===== config.mk =====
export PLATFORM = sky130hd
export DESIGN_NAME = lcdm_ram
export DESIGN_NICKNAME = d
export VERILOG_FILES = /design/src/hw/rtl/lcdm_ram.sv
export SDC_FILE = /design/constraint.sdc
export NUM_CORES = 1
export LEC_CHECK = 0
export BUFFER_PORTS_ARGS = -buffer_cell sky130_fd_sc_hd__buf_4
export CORE_MARGIN = 2
export CORE_UTILIZATION = 30
export CTS_CLUSTER_SIZE = 30
export DETAILED_ROUTE_END_ITERATION = 10
export GPL_TIMING_DRIVEN = 1
export PLACE_DENSITY = 0.43
export SLEW_MARGIN = 15
export SYNTH_ARGS = -nofsm -noshare
export SYNTH_HDL_FRONTEND = slang
export SYNTH_SLANG_ARGS = --single-unit
export TNS_END_PERCENT = 50

===== constraint.sdc =====
create_clock -name aclk -period 2 [get_ports aclk]
set_input_delay 0.1 -clock aclk [delete_from_list [all_inputs] [get_ports aclk]]
set_output_delay 0.1 -clock aclk [all_outputs]
set_load 0.02 [all_outputs]

===== src/hw/rtl/lcdm_ram.sv =====
// Generic single-port-write, single-port-read RAM with registered read.
module lcdm_ram #(
    parameter int WIDTH = 8,
    parameter int DEPTH = 16
) (
    input  logic                     aclk,
    input  logic                     we,
    input  logic [$clog2(DEPTH)-1:0] waddr,
    input  logic [WIDTH-1:0]         wdata,
    input  logic [$clog2(DEPTH)-1:0] raddr,
    output logic [WIDTH-1:0]         rdata
);
    logic [WIDTH-1:0] mem [DEPTH];

    always_ff @(posedge aclk) begin
        if (we) begin
            mem[waddr] <= wdata;
        end
        rdata <= mem[raddr];
    end
endmodule


[Word-level counts from Yosys, hierarchy flattened]
Memories as Yosys holds them, arrays and structs flattened. A register that Yosys moved wholly into a read port is not among the register bits.
Cells that the tools add are included.
Storage, ports and cells
  flip-flop bits (word level): 0
  bits in writable memories: 128
  logic and storage cells: 3
  memories: 1
Operators by class
  mux-type cells: 2
Memories
  mem: words 16, bits a word 8, read ports 1, clocked after Yosys merged registers in 1, wr ports 1, RTL line 13  | logic [WIDTH-1:0] mem [DEPTH];
Operators by type and width (number)
  $mux W1: 2

[Logic depth before layout (Yosys ltp)]
Gate-level depths: netlist (run 1).
  word-level depth: 2
  depth in mapped cells: 5

[Worst setup path before layout (run 1)]
No wires, ideal clock.
  kind: in2reg
  start point: input waddr[2]
  end point: memory mem[0][0] (enable)
  setup time: 0.383 ns
  data arrival time: 1.210 ns
  required time: 1.617 ns
  path slack: 0.407 ns
  stages on the path: 2
  cell sequence: or3b_2 > nor3_1
RTL lines
  start: declaration: RTL line 8  | input logic [$clog2(DEPTH)-1:0] waddr,
  end: declaration: RTL line 13
No word-level cell before the write port.

==> results.toml, run 1 <==
[grt]
grt_pass1_vias = 2534
track_usage_pct = 13.2
grt_pass1_wl_mm = 16.4
antenna_found_initial = 0
grt_max_degree = 28
grt-ovfl-total = 0

[power_and_ir_drop]
pwr-share-comb_pct = 5.4
p_int_mw = 5.30
p_switching_mw = 1.27
finalPower_mw = 6.57
leakage_nw = 2.13
ir_drop_mv = 0.652
power_density_nw_per_um2 = 1040
swShare_pct = 19.3
p_seq_share_pct = 48.8
clkPwrFrac_pct = 45.8

[final_layout]
fin_nets = 307
drive_above_1_share_pct = 29.5
instances_no_fill = 522
syn_to_final_growth_pct = 22.7
n_fill_cell = 1562
antenna_cells = 0

[setup_path]
critPathKind = "reg -> reg"
arrival_ns = 1.75
cp_max_fo = 1
crit_family = "multiplexers"
setup.worst_path.start_class = "flip-flop"
cp_data_required_time_ns = 2.29
crit_slowest_cell = "mux4_1"
end_kind = "flip-flop"
cpPeakStageDelay_ns = 0.51
critical_path.cell_chain = "mux4_1, a22oi_1, nand2_1"
worst-path-buf-inv = 0

[floorplanning]
num_io_pins = 26
initial_core_util_pct = 30.8
chipWidth_um = 135
core_region_area_um2 = 16700
die_y_um = 135
die_area_um2 = 18200
core.rowCount = 47

[clock_tree]
clkSinkCount = 136
cts_resized = 0
post_cts_buffers = 0
clk_latency_ns = 0.41
cts_tree = "built"
clock-root-buffer = "clkbuf_16"
cts_max_level = 4
cts.clk_slew.worst_paths_ns = 0.06
cts_buffers = 17
clock_path_buffers = 2

[sta]
rsz0062_at_grt = "no"
hold_viol_final = 0
setup_viol = 0
slew_viol_final = 0
whs_ns = 0.00690
timing_worst_slew_pin_value_ns = 0.444
skew_ns = 0.00537
setup-tns-final_ns = 0
fmax_mhz = 683
finalCriticalPeriod_ns = 1.46
fin_crit_sh_pct = 73.2
slew_headroom_pct = 70.4

[route]
drc = 0
ant_nets = 0
vias = 2459
drt_iter0_drc = 211
wl_per_cell_um = 21.2
via_per_inst = 4.71
first_pass_iters = 4
wl_mm = 11.1

[synth]
syn-cell-area_um2 = 5150
syn_nets = 247
synthCells = 229
synth_top_area_cell = "edfxtp_1"
synth_ff_type = "edfxtp_1"
synth_edf_count = 128
ys_seq_area_share_pct = 77.8
yosys_warnings = 0
synth_common_cells = "edfxtp_1 (128), mux4_2 (18), a22oi_1 (16)"
synth.most_common_cell = "edfxtp_1"
synth_seq_cells = 136
yosysUniqueCellTypes = 19
netlist.area_leader.share_pct = 74.7
ys_async_sr_fraction_pct = 0
avgSynthCellArea_um2 = 22.5
synthTopCellsByArea = "edfxtp_1 (75%), mux4_2 (7.9%), mux4_1 (7.1%)"

[place]
gp_congestion = 0.675
placed_cells = 487
port_buffers = 25
dp_hpwl_mm = 6.89

[outcome]
status = "completed"

[min_path]
hold_path_class = "in -> reg"

[flow_run]
maxCapViolCount = 0
layer usage:
metal  GRT usage (%)  share of wire [%]  wire length (um)  vias to the layer above
met2            19.3                 45              5020                       66
met1            18.5                 47              5200                     1284
met4            6.08                2.0               226                        0
met5               0                  0                 0                        -
met3            3.30                5.6               621                       18
li1                -                  -                 -                     1091
placed cells by master, fill, tap and decap left out, drive strengths merged:
cell type | Yosys | layout
nor3 | 4 | 4
buf | 7 | 48
or3b | 1 | 1
and2b | 1 | 1
and2 | 1 | 1
dfxtp | 8 | 8
nor2 | 13 | 13
nor2b | 1 | 1
nand3b | 2 | 2
nand2b | 2 | 2
clkbuf | 0 | 27
bufinv | 0 | 3
edfxtp | 128 | 128
a22oi | 16 | 16
clkinv | 0 | 2
nand3 | 1 | 1
nand2 | 9 | 9
dlygate4sd3 | 0 | 3
mux4 | 32 | 32
area by class of cell:
cell class / instances / area [um2] / area share, %
flip-flops and latches: 136 / 4000 / 63.4
multi-input cells: 83 / 1060 / 16.7
clock buffers: 27 / 463 / 7.33
repair buffers: 51 / 415 / 6.58
well taps: 220 / 275 / 4.36
clock inverters: 5 / 100 / 1.59
registers in the layout (all words and copies together), names as in the netlist:
signal  cells
rdata       8
mem       128
cell families after synthesis:
group	count (synthesis)	synth area share [%]
muxes	32	15.0
AOI/OAI and AO/OA	16	2.33
and+or+nand+nor	35	3.18
DFF	136	77.8
buffers and inverters	10	1.68
final timing paths:
| kind | cells past startpoint | from | slack (ns) | end |
|---|---|---|---|---|
| worst max-delay path | 3 | mem[1][5] | 0.54 | rdata[5] |
| worst min-delay path | 1 | wdata[4] | 0.007 | mem[3][4] |
| worst max register to register | 3 | mem[1][5] | 0.54 | rdata[5] |
| worst min register to register | 3 | mem[14][5] | 0.66 | rdata[5] |
stage by stage:
step                      util (%)  worst slack (ns)  area [um2]
after floorplan                  -             0.407        5150
after global placement        34.3             0.232        5720
after detailed placement      34.3             0.230        5720
after CTS                     37.8             0.529        6310
after global routing          37.8             0.483        6310
final                         37.8             0.536        6310
power groups by stage:
stage	Clock, mW	Sequential (mW)	Combinational (mW)
2_1_floorplan	0	3.28	0.162
3_3_place_gp	0	3.26	0.352
3_5_place_dp	0	3.27	0.354
4_1_cts	3.09	3.21	0.359
5_1_grt	3.19	3.21	0.382
6_report	3.01	3.21	0.352
worst reg2reg max path, delay by kind of cell, from the launching register on:
family	cells	cell delay (ns)
muxes	1	0.51
AOI/OAI and AO/OA	1	0.37
DFF	1	0.36
and+or+nand+nor	1	0.09
what timing repair did:
item	4_1_cts	5_1_grt
endpoints found under the hold margin	48	0
endpoints found under the setup margin	0	0
hold buffers	3	0
No activity file was read; power rests on OpenSTA's default activity.
==> inputs of run 2 (changes only) <==
Settings changed: ABC_AREA from default to 1, PLACE_DENSITY 0.43 to 0.44.
Clock period 2 ns to 1.3 ns, I/O delays scaled along.
==> run 2 against run 1 <==
- utilization down 0.47 points
- first-iteration DRC count up 20%
- global-route usage up 1.7 points
- setup slack worse by 0.26 ns
==> results.toml, run 2 <==
[outcome]
status = "completed"

[place]
placed_cells = 816
dpl-instance-area_um2 = 6380
gp_congestion = 0.782
dp_hpwl_mm = 9.00
port_buffers = 25

[sta]
setup_viol = 0
slew_headroom_pct = 76.5
skew_ns = 0.00987
finalCriticalPeriod_ns = 1.02
hold_viol_final = 0
fin_crit_sh_pct = 78.8
timing_worst_slew_pin_value_ns = 0.352
slew_viol_final = 0
rsz0062_at_grt = "no"
setup-tns-final_ns = 0
fmax_mhz = 976

[setup_path]
worst-path-buf-inv = 1
r2r_setup_slack_ns = 0.29
critPathKind = "reg -> out"
arrival_ns = 0.96
crit_slowest_cell = "dfxtp_1"
setup.worst_path.start_class = "flip-flop"
cpPeakStageDelay_ns = 0.38
crit_family = "flip-flops"
critical_path.cell_chain = "buf_4"
end_kind = "primary output"
cp_max_fo = 1
cp_data_required_time_ns = 1.24

[floorplanning]
die_y_um = 143
core.rowCount = 50
chipWidth_um = 143
core_region_area_um2 = 18800
initial_core_util_pct = 30.7
num_io_pins = 26
die_area_um2 = 20300

[clock_tree]
clock-root-buffer = "clkbuf_16"
clock_path_buffers = 2
cts_tree = "built"
cts_resized = 0
post_cts_buffers = 0
cts_max_level = 4
cts.clk_slew.worst_paths_ns = 0.06
clkSinkCount = 136
clk_latency_ns = 0.42
cts_buffers = 17

[synth]
synth_ff_type = "edfxtp_1"
yosysUniqueCellTypes = 12
synth_top_area_cell = "edfxtp_1"
synth.most_common_cell = "nand2_1"
syn_nets = 569
synthCells = 551
ys_seq_area_share_pct = 69.4
netlist.area_leader.share_pct = 66.7
ys_async_sr_fraction_pct = 0
avgSynthCellArea_um2 = 10.5
synth_common_cells = "nand2_1 (173), edfxtp_1 (128), inv_1 (100)"
synth_edf_count = 128
synth_seq_cells = 136
yosys_warnings = 0
synthTopCellsByArea = "edfxtp_1 (67%), nand2_1 (11%), nand3_1 (8.4%)"
syn-cell-area_um2 = 5770

[final_layout]
post-route-cell-area_um2 = 7010
instances_no_fill = 853
drive_above_1_share_pct = 13.7
final_common_cell = "nand2_1"
layout_common_cells = "nand2_1 (173), edfxtp_1 (128), inv_1 (100)"
top_regs = "mem: 128 flops, rdata: 8 flops"
antenna_cells = 0
fin_nets = 624
n_fill_cell = 1829
largest_reg_flops = 128
syn_to_final_growth_pct = 21.5
top_register = "mem"

[route]
first_pass_iters = 4
vias = 3811
drc = 0
drt_iter0_drc = 254
wl_mm = 14.1
wl_per_cell_um = 16.5
via_per_inst = 4.47
ant_nets = 0

[grt]
track_usage_pct = 14.9
grt_max_degree = 51
grt_pass1_vias = 3783
grt_pass1_wl_mm = 21.9
antenna_found_initial = 0
grt-ovfl-total = 0

[power_and_ir_drop]
finalPower_mw = 10.3
ir_drop_mv = 0.814
power_density_nw_per_um2 = 1470
leakage_nw = 3.02

[flow_run]
maxCapViolCount = 0

[min_path]
hold_path_class = "in -> reg"
run 2: what timing repair did:
item / in CTS / in global routing
hold endpoints to repair: 47 / 0
endpoints found under the setup margin: 0 / 0
hold buffers: 5 / 0
run 2: cells by family (layout without fill, tap and decap cells):
logic type	after synthesis	count (layout)	synth area share [%]
simple gates	289	289	21.0
flops	136	136	69.4
buf+inv	126	194	9.52
run 2: layout make-up:
cell class | count | area [um2] | share of cell area, %
well taps | 234 | 293 | 4.18
repair buffers | 60 | 538 | 7.68
multi-input cells | 289 | 1210 | 17.3
inverters | 102 | 383 | 5.46
clock inverters | 9 | 98.8 | 1.41
clock buffers | 23 | 478 | 6.82
flip-flops and latches | 136 | 4000 | 57.1
run 2: path summary, 6_finish.rpt:
kind | from | end | cells past startpoint
setup / recovery | rdata[0] | rdata[0] | 1
hold / removal | wdata[5] | mem[4][5] | 1
setup reg to reg | mem[4][5] | rdata[5] | 6
hold reg to reg | mem[11][3] | rdata[3] | 6
run 2: per-layer routing:
metal	share of wire (%)	GRT usage [%]
met5	0	0
met4	1.9	5.16
met2	47	24.3
met1	45	19.6
met3	5.5	3.32
run 2: per-stage QoR:
stage | hold WS, ns | util [%] | setup slack, ns
floorplan | 0.164 | - | 0.284
finish | 0.00942 | 37.3 | 0.275
CTS | 0.00565 | 37.3 | 0.243
detailed placement | 0.413 | 34.0 | 0.125
global placement | 0.408 | 34.0 | 0.142
global route | 0.0126 | 37.3 | 0.194
run 2: report_power, final:
part           total (mW)  switching, mW  internal [mW]
Sequential           4.93         0.0306           4.90
Combinational       0.717          0.465          0.252
Clock                4.66           1.70           2.95
